--- config.mk ---
export PLATFORM = sky130hd
export DESIGN_NAME = tcr_ctrl
export DESIGN_NICKNAME = d
export VERILOG_FILES = /design/src/design/tcr_pkg.sv /design/src/design/tcr_ctrl.sv
export SDC_FILE = /design/constraint.sdc
export NUM_CORES = 1
export LEC_CHECK = 0
export CAP_MARGIN = 30
export CORE_UTILIZATION = 44
export DETAILED_ROUTE_END_ITERATION = 12
export DONT_BUFFER_PORTS = 1
export PLACE_DENSITY_LB_ADDON = 0.1
export SLEW_MARGIN = 15
export SYNTH_ARGS = -nofsm -noshare
export SYNTH_HDL_FRONTEND = slang
export SYNTH_SLANG_ARGS = --single-unit
export TNS_END_PERCENT = 10
--- constraint.sdc ---
create_clock -name i_clk -period 1.8 [get_ports i_clk]
set_clock_uncertainty 0.1 [all_clocks]
set_input_delay 0.45 -clock i_clk [delete_from_list [all_inputs] [get_ports i_clk]]
set_output_delay 0.45 -clock i_clk [all_outputs]
set_load 0.005 [all_outputs]
--- src/design/tcr_pkg.sv ---
// shared types and constants for the triangle coverage rasterizer
// no dependencies; used by every other design file except tcr_ram
`default_nettype none

package tcr_pkg;

    // field widths fixed by the interface
    localparam int CFG_W   = 9;   // image size register
    localparam int VTX_W   = 16;  // Q2.14 vertex coordinate
    localparam int PIX_W   = 8;   // read column / row
    localparam int CNT_W   = 17;  // covered pixel count
    localparam int CIDX_W  = 4;   // config register index

    // internal arithmetic widths
    localparam int SCR_W   = 19;  // Q10.8 screen coordinate, signed
    localparam int OPD_W   = 21;  // multiplier operand, signed
    localparam int PRD_W   = 42;  // multiplier product, signed
    localparam int EDG_W   = 44;  // edge function accumulator, signed
    localparam int IDX_W   = 12;  // sample column / row counter
    localparam int STEP_W  = 4;

    // configuration register indexes
    localparam logic [CIDX_W-1:0] CFG_ACTIVE_W = 4'd0;
    localparam logic [CIDX_W-1:0] CFG_ACTIVE_H = 4'd1;

    // command codes
    localparam logic CMD_DRAW = 1'b0;
    localparam logic CMD_READ = 1'b1;

    // setup steps through the shared multiplier
    localparam logic [STEP_W-1:0] STEP_AX  = 4'd0;
    localparam logic [STEP_W-1:0] STEP_AY  = 4'd1;
    localparam logic [STEP_W-1:0] STEP_BX  = 4'd2;
    localparam logic [STEP_W-1:0] STEP_BY  = 4'd3;
    localparam logic [STEP_W-1:0] STEP_CX  = 4'd4;
    localparam logic [STEP_W-1:0] STEP_CY  = 4'd5;
    localparam logic [STEP_W-1:0] STEP_AR0 = 4'd6;
    localparam logic [STEP_W-1:0] STEP_AR1 = 4'd7;
    localparam logic [STEP_W-1:0] STEP_EA0 = 4'd8;
    localparam logic [STEP_W-1:0] STEP_EA1 = 4'd9;
    localparam logic [STEP_W-1:0] STEP_EB0 = 4'd10;
    localparam logic [STEP_W-1:0] STEP_EB1 = 4'd11;
    localparam logic [STEP_W-1:0] STEP_EC0 = 4'd12;
    localparam logic [STEP_W-1:0] STEP_EC1 = 4'd13;

    typedef struct packed {
        logic                clr_en;    // clearing pass write
        logic                load;      // capture accepted word
        logic                mul_en;    // issue setup product
        logic                wb_en;     // write back setup product
        logic [STEP_W-1:0]   step;
        logic                box_en;    // bounding box and walk start
        logic                walk_en;   // visit one sample or turn column
        logic                fin_load;  // load result register
    } t_ctl_cmd;

    typedef struct packed {
        logic clr_last;
        logic area_zero;
        logic walk_done;
        logic out_free;
    } t_dp_stat;

endpackage

`default_nettype wire

--- src/design/tcr_ctrl.sv ---
// controller: sequences clearing pass, setup steps, walk and result hand-off
// depends on tcr_pkg
`default_nettype none

module tcr_ctrl (
    input  wire logic                i_clk,
    input  wire logic                i_rst_n,
    input  wire logic                i_in_valid,
    input  wire logic                i_in_command,
    output logic                     o_in_ready,
    input  wire tcr_pkg::t_dp_stat   i_stat,
    output tcr_pkg::t_ctl_cmd        o_cmd
);

    typedef enum logic [7:0] {
        S_CLEAR = 8'b0000_0001,
        S_IDLE  = 8'b0000_0010,
        S_MUL   = 8'b0000_0100,
        S_WB    = 8'b0000_1000,
        S_BOX   = 8'b0001_0000,
        S_WALK  = 8'b0010_0000,
        S_READ  = 8'b0100_0000,
        S_FIN   = 8'b1000_0000
    } t_state;

    t_state                      r_state, n_state;
    logic [tcr_pkg::STEP_W-1:0]  r_step, n_step;
    logic                        accept;

    assign o_in_ready = (r_state == S_IDLE);
    assign accept     = i_in_valid && o_in_ready;

    always_comb begin
        n_state = r_state;
        n_step  = r_step;
        case (r_state)
            S_CLEAR: begin
                if (i_stat.clr_last) begin
                    n_state = S_IDLE;
                end
            end
            S_IDLE: begin
                if (accept) begin
                    n_step  = tcr_pkg::STEP_AX;
                    n_state = (i_in_command == tcr_pkg::CMD_READ) ? S_READ : S_MUL;
                end
            end
            S_MUL: n_state = S_WB;
            S_WB: begin
                if (r_step == tcr_pkg::STEP_CY) begin
                    n_state = S_BOX;
                end else if (r_step == tcr_pkg::STEP_EC1) begin
                    n_state = i_stat.area_zero ? S_FIN : S_WALK;
                end else begin
                    n_state = S_MUL;
                end
                n_step = r_step + tcr_pkg::STEP_W'(1);
            end
            S_BOX:  n_state = S_MUL;
            S_WALK: begin
                if (i_stat.walk_done) begin
                    n_state = S_FIN;
                end
            end
            S_READ: n_state = S_FIN;
            S_FIN: begin
                if (i_stat.out_free) begin
                    n_state = S_IDLE;
                end
            end
            default: n_state = S_IDLE;
        endcase
    end

    always_ff @(posedge i_clk) begin
        if (!i_rst_n) begin
            r_state <= S_CLEAR;
            r_step  <= '0;
        end else begin
            r_state <= n_state;
            r_step  <= n_step;
        end
    end

    always_comb begin
        o_cmd          = '0;
        o_cmd.clr_en   = (r_state == S_CLEAR);
        o_cmd.load     = accept;
        o_cmd.mul_en   = (r_state == S_MUL);
        o_cmd.wb_en    = (r_state == S_WB);
        o_cmd.step     = r_step;
        o_cmd.box_en   = (r_state == S_BOX);
        o_cmd.walk_en  = (r_state == S_WALK);
        o_cmd.fin_load = (r_state == S_FIN) && i_stat.out_free;
    end

    // the clearing pass ends straight into idle
    a_clear_exit: assert property (@(posedge i_clk) disable iff (!i_rst_n)
        (r_state == S_CLEAR && i_stat.clr_last) |=> (r_state == S_IDLE))
        else $error("clearing pass did not end in idle");

    // a result is loaded only from the final state
    a_fin_only: assert property (@(posedge i_clk) disable iff (!i_rst_n)
        o_cmd.fin_load |-> (r_state == S_FIN))
        else $error("result loaded outside final state");

    // a read never passes through setup
    a_read_path: assert property (@(posedge i_clk) disable iff (!i_rst_n)
        (r_state == S_READ) |=> (r_state == S_FIN))
        else $error("read did not go to final state");

endmodule

`default_nettype wire

==> results.py, run 1 <==
metrics = {
    "outcome": {
        "status": "complete, but fails checks",
        "violations": "setup timing",
    },
    "detailed_routing": {
        "route.vias.total": 694,
        "drt-total-wl_um": 1873,
        "final_antenna_net_count": 0,
        "first_pass_iters": 4,
        "via_per_inst": 5.465,
        "drt-initial-drc-count": 14,
        "drc": 0,
        "wl_per_cell_um": 14.75,
    },
    "cells_and_area": {
        "fill_cells": 173,
        "area_growth_pct": 23.56,
        "final_nets": 113,
        "drive_above_1_share_pct": 38.24,
        "diodes": 0,
        "fin_util_pct": 58.02,
    },
    "sta": {
        "slew_viol_final": 0,
        "fmax_mhz": 459.2,
        "finalWorstSetupSlack_ns": -0.3776,
        "rsz0062_at_grt": "true",
        "relSlewSlack_pct": 78.01,
        "finalCriticalPeriod_ns": 2.178,
        "final-setup-viol-count": 12,
        "final.setup.tns_ns": -1.678,
        "period_share_pct": 121.0,
        "hold_violations": 0,
        "worstMarginPinSlew_ns": 0.3275,
    },
    "worst_hold_path": {
        "hold-path-cell-count": 2,
        "hp-start": "i_in_command",
        "min_delay_worst_endpoint": "r_state[6]$_SDFFE_PN0P_",
        "hold_path_class": "in2reg",
    },
    "critical_path": {
        "arrival_ns": 1.63,
        "critical_path.max_fanout": 3,
        "crit_required_ns": 1.25,
        "path_delay_family": "simple AND/OR/NAND/NOR gates",
        "cp-start-kind": "register",
        "r2r_end": "r_state[1]$_SDFFE_PN0P_",
        "timing.rr.start": "r_state[7]$_SDFFE_PN0P_",
        "reg2reg_setup_slack_ns": -0.06,
        "crit_start": "r_state[7]$_SDFFE_PN0P_",
        "slowest_stage": "or4_4",
        "crit_chain": "or4_4 -> or3_4 -> nor3_4",
        "r2r_cells": 5,
        "worst-setup-path-type": "reg2out",
        "cp_slowest_stage_delay_ns": 0.53,
        "worst-path-buf-inv": 0,
        "endpoint_kind": "primary output",
    },
    "synth": {
        "avgSynthCellArea_um2": 9.219,
        "synth_cell_type_count": 37,
        "syn_inst": 87,
        "synth-edff-count": 0,
        "syn-num-nets": 97,
        "synth-seq-cells": 12,
        "yosys.area.top_type": "dfxtp_1",
        "synth.most_common_cell": "dfxtp_1",
        "synth_top_cell_area_share_pct": 29.95,
        "synth-async-reset-ratio_pct": 0,
        "synth_ff_type": "dfxtp_1",
        "synthTopCellsByCount": "dfxtp_1, nor2_1, inv_1, nand2_1",
        "yosys_warnings": 0,
        "syn-cell-area_um2": 802.0,
        "ys_seq_area_share_pct": 29.95,
        "synthTopCellsByArea": "dfxtp_1, nor4_4, nor4_2",
    },
    "power": {
        "ir_drop_uv": 472.4,
        "power_density_nw_per_um2": 645.5,
        "p_leak_uw": 0.0003991,
    },
    "global_route": {
        "top_usage_layer": "met2",
        "met1_usage_pct": 29.78,
        "grt_max_degree": 9,
        "grt_use_met2_pct": 34.12,
        "grt_overflow": 0,
        "grt_util_all_layers_pct": 22.21,
        "grt.met3_usage_pct": 5.600,
        "grt_pass1_vias": 671,
        "antenna_found_initial": 0,
        "grt_pass1_wl_um": 3139,
    },
    "die": {
        "start_util_pct": 46.96,
        "num_rows": 15,
        "coreArea_um2": 1708,
        "floorplan.die.height_um": 44.70,
        "ios": 20,
        "dieArea_um2": 1998,
        "fp.dieW_um": 44.70,
    },
    "clock_tree": {
        "cts_max_level": 1,
        "cts_root_buffer": "clkbuf_4",
        "clkLatencyLatePin_ns": 0.28,
        "numCtsBuffers": 3,
        "clock_path_buffers": 2,
        "cts_sinks": 12,
        "clkTransAtPathRegs_ns": 0.08,
        "cts_setup_buffers": 0,
        "cts_tree": "done",
    },
    "placed_design": {
        "dp_hpwl_um": 1453,
        "place.port_buffers": 0,
        "place_ws_ns": -0.06482,
        "routabilityCongestion": 0.7397,
    },
    "flow_run": {
        "drv_cap": 0,
    },
}
## cell families after synthesis
group,count (synthesis),share of synthesized area (%)
AND/OR/NAND/NOR,47,43.06
AO/OA/AOI/OAI,11,10.30
flip-flops,12,29.95
buffers and inverters,9,7.020
adder cells (fa/ha/maj),2,3.120
XOR/XNOR,6,6.552
## timing repair
item	in CTS	in global routing
setup endpoints to repair	12	16
endpoints found under the hold margin	0	0
hold buffers	0	0
pin swaps	1	2
resized for setup	3	5
## layout by cell type, fill, tap and decap left out, types with 2 or more instances in the layout
cell      Yosys  routed
xor2_1        4       4
nor4_2        3       3
o211ai_1      2       2
inv_1         5       5
nand4_1       2       2
nor2_1        9       8
o21a_1        3       3
nor3b_1       2       2
ha_1          2       2
xnor2_1       2       2
nand2_1       5       4
and3_1        3       3
dfxtp_1      12      11
o21ai_0       2       2
nand3_1       4       4
buf_4         2      15
clkbuf_4      0       3
nor4_4        2       3
## state kept, by name (all words and copies together), names as in the netlist
name	count
r_state	8
r_step	4
## final cells by class
class | count | area, um^2 | area share, %
repair buffers | 15 | 112.6 | 11.36
flip-flops and latches | 12 | 241.5 | 24.37
clock buffers | 4 | 36.28 | 3.662
well taps | 25 | 31.28 | 3.157
inverters | 5 | 18.77 | 1.894
multi-input cells | 66 | 550.5 | 55.56
## where the power goes
group	switching (uW)	leakage, uW	total (uW)	internal (uW)
registers	7.96	0.0000979	282	274
clock network	93.4	0.0000210	216	123
logic	71.0	0.000280	142	70.7
total	172	0.000399	640	467
## layer usage
metal | wire length [um] | part of all wire (%)
met1 | 837 | 45
met2 | 918 | 49
met3 | 84 | 4.5
met4 | 33 | 1.8
met5 | 0 | 0
## worst max-delay path by stage
stage | endpoint | slack (ns) | depth (start not counted)
after detailed placement | o_cmd[8] | -0.06 | 3
final | o_cmd[8] | -0.38 | 3
after CTS | o_cmd[8] | -0.39 | 3
after global placement | o_cmd[8] | -0.06 | 3
after global routing | o_cmd[8] | -0.43 | 3
after floorplan | o_cmd[8] | -0.19 | 4
## worst register-to-register path: stages, from the launching register on
cell	delay, ns
dfxtp_1	0.32
or4_4	0.53
buf_4	0.16
nor4_4	0.30
or4b_4	0.25
o21ai_0	0.09
## per-stage QoR
step | area [um^2] | std cells | power [uW] | hold WS (ns)
floorplan | 807.0 | 87 | 385.0 | 0.4262
global placement | 913.4 | 123 | 419.3 | 0.4711
detailed placement | 913.4 | 123 | 420.0 | 0.4741
CTS | 964.7 | 127 | 640.1 | 0.1829
global route | 991.0 | 127 | 675.3 | 0.1752
finish | 991.0 | 127 | 639.7 | 0.1863
Power figures use the tool's default switching activity.
==> inputs of run 2 (changes only) <==
--- a/config.mk
+++ b/config.mk
@@ -9,7 +9,7 @@
 export CORE_UTILIZATION = 44
 export DETAILED_ROUTE_END_ITERATION = 12
 export DONT_BUFFER_PORTS = 1
-export PLACE_DENSITY_LB_ADDON = 0.1
+export PLACE_DENSITY = 0.71
 export SLEW_MARGIN = 15
 export SYNTH_ARGS = -nofsm -noshare
 export SYNTH_HDL_FRONTEND = slang
==> run 2 against run 1 <==
Compared with the run above:
- utilization is 0.15 points lower
- sequential cell count stayed put
- the run still ends with setup timing left
- via count is 1.6% higher
- largest cell class unchanged
- non-clock buffer count stayed put
==> results.py, run 2 (synthesis gave the netlist of run 1 again) <==
metrics = {
    "outcome": {
        "status": "complete, but fails checks",
        "violations": "setup timing",
    },
    "power": {
        "p_total_uw": 640.2,
        "ir_drop_uv": 550.8,
        "p_leak_uw": 0.0003983,
        "power_density_nw_per_um2": 647.7,
    },
    "sta": {
        "final-setup-viol-count": 12,
        "fmax_mhz": 455.8,
        "slew_viol_final": 0,
        "whs_ns": 0.1834,
        "rsz0062_at_grt": "true",
        "worstMarginPinSlew_ns": 0.3192,
        "final.setup.tns_ns": -1.684,
        "relSlewSlack_pct": 78.56,
        "hold_violations": 0,
        "period_share_pct": 121.9,
        "finalCriticalPeriod_ns": 2.194,
        "finalWorstSetupSlack_ns": -0.3941,
    },
    "critical_path": {
        "arrival_ns": 1.64,
        "worst-setup-path-type": "reg2out",
        "cp-start-kind": "register",
        "crit_required_ns": 1.25,
        "critical_path.max_fanout": 4,
        "endpoint_kind": "primary output",
    },
    "clock_tree": {
        "cts_tree": "done",
        "cts_sinks": 12,
        "cts_hold_buffers": 0,
        "clkTransAtPathRegs_ns": 0.08,
        "cts_root_buffer": "clkbuf_4",
        "clock_path_buffers": 2,
        "cts_setup_buffers": 0,
        "numCtsBuffers": 3,
        "cts_max_level": 1,
        "clkLatencyLatePin_ns": 0.27,
    },
    "global_route": {
        "grt_max_degree": 9,
        "grt_util_all_layers_pct": 20.89,
        "grt_pass1_vias": 667,
        "grt_overflow": 0,
        "grt_pass1_wl_um": 2987,
        "antenna_found_initial": 0,
    },
    "cells_and_area": {
        "mostFrequentLayoutCells": "buf_4, dfxtp_1, nor2_1",
        "final_nets": 113,
        "diodes": 0,
        "fin_util_pct": 57.88,
        "reg_top3": "r_state (8), r_step (4)",
        "drive_above_1_share_pct": 38.24,
        "area_growth_pct": 23.24,
        "largest_reg_flops": 8,
        "regMostFlops": "r_state",
        "layout_commonest_cell": "buf_4",
    },
    "detailed_routing": {
        "wl_per_cell_um": 14.45,
        "route.vias.total": 705,
        "drc": 0,
        "drt-initial-drc-count": 12,
        "drt-total-wl_um": 1835,
        "via_per_inst": 5.551,
        "final_antenna_net_count": 0,
        "first_pass_iters": 4,
    },
    "placed_design": {
        "routabilityCongestion": 0.8432,
        "place.port_buffers": 0,
        "dp_hpwl_um": 1456,
    },
    "die": {
        "ios": 20,
        "start_util_pct": 46.96,
        "dieArea_um2": 1998,
        "floorplan.die.height_um": 44.70,
        "fp.dieW_um": 44.70,
        "num_rows": 15,
        "coreArea_um2": 1708,
    },
    "flow_run": {
        "drv_cap": 0,
    },
    "worst_hold_path": {
        "hold_path_class": "in2reg",
    },
}
==> run 2: worst paths after layout <==
kind,cells after the start,slack (ns),endpoint,start
setup / recovery,3,-0.39,o_cmd[2],r_state[7]$_SDFFE_PN0P_
hold / removal,2,0.18,r_state[6]$_SDFFE_PN0P_,i_in_command
setup reg to reg,5,-0.06,r_state[1]$_SDFFE_PN0P_,r_state[7]$_SDFFE_PN0P_
hold reg to reg,1,0.48,r_state[4]$_SDFFE_PN0P_,r_step[3]$_SDFFE_PN0P_
==> run 2: final cells by class <==
type | count | area (um^2)
fill | 149 | 719.4
multi-input combinational | 66 | 548.0
sequential | 12 | 241.5
timing repair buffer | 15 | 112.6
clock buffer | 4 | 36.28
tap | 25 | 31.28
inverter | 5 | 18.77
==> run 2: what timing repair did <==
action / in CTS / in global routing
endpoints found under the setup margin: 12 / 15
pin swaps: 3 / 0
gates resized for setup: 7 / 1
==> run 2: power breakdown <==
group	switching (uW)	internal [uW]	total, uW
logic	72.7	74.3	147
clock network	90.1	123	213
registers	6.65	273	280
total	169	471	640
==> run 2: layer usage <==
metal | vias up | GRT usage [%] | share of wire, %
met5 | - | 0 | 0
met4 | 0 | 5.455 | 0.49
met3 | 2 | 6.400 | 4.3
met2 | 17 | 35.59 | 52
met1 | 337 | 25.55 | 43
li1 | 349 | - | -
==> run 2: worst max-delay path: stages (launching register included) <==
cell,delay [ns]
dfxtp_2,0.33
or4_4,0.53
or3_4,0.38
nor2_1,0.14
==> run 2: per-stage QoR <==
step | worst slack [ns] | instances | instance area (um^2)
after floorplan | -0.1867 | 87 | 807.0
after global placement | -0.06559 | 123 | 913.4
after detailed placement | -0.08417 | 123 | 913.4
after CTS | -0.3869 | 127 | 987.2
after global routing | -0.4345 | 127 | 988.4
final | -0.3941 | 127 | 988.4
==> inputs of run 3 (changes only) <==
--- a/config.mk
+++ b/config.mk
@@ -5,11 +5,11 @@
 export SDC_FILE = /design/constraint.sdc
 export NUM_CORES = 1
 export LEC_CHECK = 0
+export BUFFER_PORTS_ARGS = -buffer_cell sky130_fd_sc_hd__buf_2
 export CAP_MARGIN = 30
 export CORE_UTILIZATION = 44
 export DETAILED_ROUTE_END_ITERATION = 12
-export DONT_BUFFER_PORTS = 1
-export PLACE_DENSITY = 0.71
+export PLACE_DENSITY = 0.73
 export SLEW_MARGIN = 15
 export SYNTH_ARGS = -nofsm -noshare
 export SYNTH_HDL_FRONTEND = slang
==> run 3 against run 2 <==
Compared with the run above:
- the run still ends with setup timing left
- sequential share of layout area down 1.4 points
- total power is 3.3% higher
- critical path type unchanged
- hold slack improved by 0.12 ns
- first-iteration DRC count up 17%
- die area unchanged
==> results.py, run 3 (synthesis gave the netlist of run 1 again) <==
metrics = {
    "critical_path": {
        "r2r_cells": 5,
        "r2r_end": "r_state[1]$_SDFFE_PN0P_",
        "worst-path-buf-inv": 1,
        "critical_path.max_fanout": 3,
        "endpoint_kind": "primary output",
        "crit_required_ns": 1.25,
        "cp_slowest_stage_delay_ns": 0.53,
        "arrival_ns": 1.69,
        "cp-start-kind": "register",
        "crit_chain": "or4_4 -> or3_4 -> nor3_2 -> buf_2",
        "slowest_stage": "or4_4",
        "timing.rr.start": "r_state[7]$_SDFFE_PN0P_",
        "path_delay_family": "simple AND/OR/NAND/NOR gates",
        "worst-setup-path-type": "reg2out",
        "reg2reg_setup_slack_ns": -0.05,
    },
    "worst_hold_path": {
        "hold-path-cell-count": 3,
        "min_delay_worst_endpoint": "r_state[6]$_SDFFE_PN0P_",
        "hold_path_class": "in2reg",
        "hp-start": "i_in_command",
    },
    "power": {
        "ir_drop_uv": 346.9,
        "p_sw_uw": 183.5,
        "switching_share_pct": 27.76,
        "share_comb_of_total_power_pct": 24.0,
        "seqPwrFrac_pct": 42.6,
        "p_clk_share_pct": 33.3,
        "power_density_nw_per_um2": 625.4,
        "intPower_uw": 477.6,
        "p_leak_uw": 0.0004743,
    },
    "clock_tree": {
        "clkLatencyLatePin_ns": 0.27,
        "numCtsBuffers": 3,
        "cts_max_level": 1,
        "clkTransAtPathRegs_ns": 0.08,
        "cts_sinks": 12,
        "clock_path_buffers": 2,
        "cts_tree": "done",
        "cts_root_buffer": "clkbuf_4",
    },
    "cells_and_area": {
        "diodes": 0,
        "reg_top3": "r_state (8), r_step (4)",
        "layout_commonest_cell": "buf_2",
        "regMostFlops": "r_state",
        "fin_util_pct": 61.90,
        "fill_cells": 155,
        "mostFrequentLayoutCells": "buf_2, buf_4, nor2_1, dfxtp_1, nand2_1",
        "fin_area_um2": 1057,
        "final_nets": 130,
        "drive_above_1_share_pct": 47.90,
        "largest_reg_flops": 8,
        "area_growth_pct": 31.82,
    },
    "detailed_routing": {
        "via_per_inst": 5.243,
        "wl_per_cell_um": 13.56,
        "drt-initial-drc-count": 14,
        "first_pass_iters": 4,
        "drt-total-wl_um": 1952,
        "route.vias.total": 755,
        "drc": 0,
        "final_antenna_net_count": 0,
    },
    "sta": {
        "rsz0062_at_grt": "true",
        "finalCriticalPeriod_ns": 2.242,
        "final-setup-viol-count": 11,
        "worstMarginPinSlew_ns": 0.4470,
        "finalWorstSetupSlack_ns": -0.4419,
        "whs_ns": 0.2999,
        "period_share_pct": 124.6,
        "final.setup.tns_ns": -2.424,
        "relSlewSlack_pct": 69.95,
        "hold_violations": 0,
        "slew_viol_final": 0,
        "fmax_mhz": 446.0,
    },
    "global_route": {
        "grt_pass1_wl_um": 3208,
        "grt_pass1_vias": 719,
        "antenna_found_initial": 0,
        "grt_overflow": 0,
        "grt_max_degree": 10,
        "grt_util_all_layers_pct": 22.09,
    },
    "placed_design": {
        "place_area_um2": 993.5,
        "routabilityCongestion": 0.8055,
        "place.port_buffers": 19,
        "dp_hpwl_um": 1542,
    },
    "die": {
        "start_util_pct": 46.96,
        "fp.dieW_um": 44.70,
        "dieArea_um2": 1998,
        "coreArea_um2": 1708,
        "num_rows": 15,
        "ios": 20,
        "floorplan.die.height_um": 44.70,
    },
    "outcome": {
        "status": "complete, but fails checks",
        "violations": "setup timing",
    },
    "flow_run": {
        "drv_cap": 0,
    },
}
-- run 3: layout make-up --
cell class	count	area [um^2]	area share, %
tap	25	31.28	2.959
clock buffer	4	36.28	3.432
inverter	5	18.77	1.775
timing repair buffer	32	196.4	18.58
sequential	12	244.0	23.08
multi-input combinational	66	530.5	50.18
-- run 3: power by group through the flow --
| stage | Combinational (uW) | Clock, uW | Sequential [uW] |
|---|---|---|---|
| after floorplan | 100 | 0 | 285 |
| after global placement | 145 | 0 | 285 |
| after detailed placement | 150 | 0 | 286 |
| after CTS | 154 | 225 | 281 |
| after global routing | 172 | 236 | 284 |
| final | 159 | 220 | 282 |
-- run 3: per-layer routing --
| layer | part of all wire [%] | GRT usage, % | up-vias |
|---|---|---|---|
| met5 | 0 | 0 | - |
| met4 | 0.61 | 7.273 | 0 |
| li1 | - | - | 382 |
| met1 | 42 | 25.93 | 347 |
| met3 | 4.1 | 3.600 | 2 |
| met2 | 54 | 40.59 | 24 |
-- run 3: repair_timing --
item	in CTS	in global routing
buffers inserted	0	0
resized for setup	3	5
pin swaps	1	1
endpoints found under the setup margin	13	15
hold buffers	0	0
-- run 3: per-stage QoR --
stage,setup WS (ns),total power (uW),std cells
floorplan,-0.1867,385.0,87
global placement,-0.1332,430.3,140
detailed placement,-0.1471,436.1,140
CTS,-0.4547,660.0,144
global route,-0.5034,691.7,144
finish,-0.4419,661.2,144
-- run 3: worst max path at each step --
stage,start,cells after the start,to,slack [ns]
global placement,r_state[7]$_SDFFE_PN0P_,4,o_cmd[8],-0.13
detailed placement,r_state[7]$_SDFFE_PN0P_,4,o_cmd[8],-0.15
floorplan,r_state[0]$_SDFFE_PN1P_,4,o_cmd[8],-0.19
finish,r_state[7]$_SDFFE_PN0P_,4,o_cmd[8],-0.44
CTS,r_state[7]$_SDFFE_PN0P_,4,o_cmd[8],-0.45
global route,r_state[7]$_SDFFE_PN0P_,4,o_cmd[8],-0.50
-- run 3: worst min-delay path, stage by stage --
cell	delay, ns
buf_2	0.10
nand2_1	0.05
nor2_1	0.03
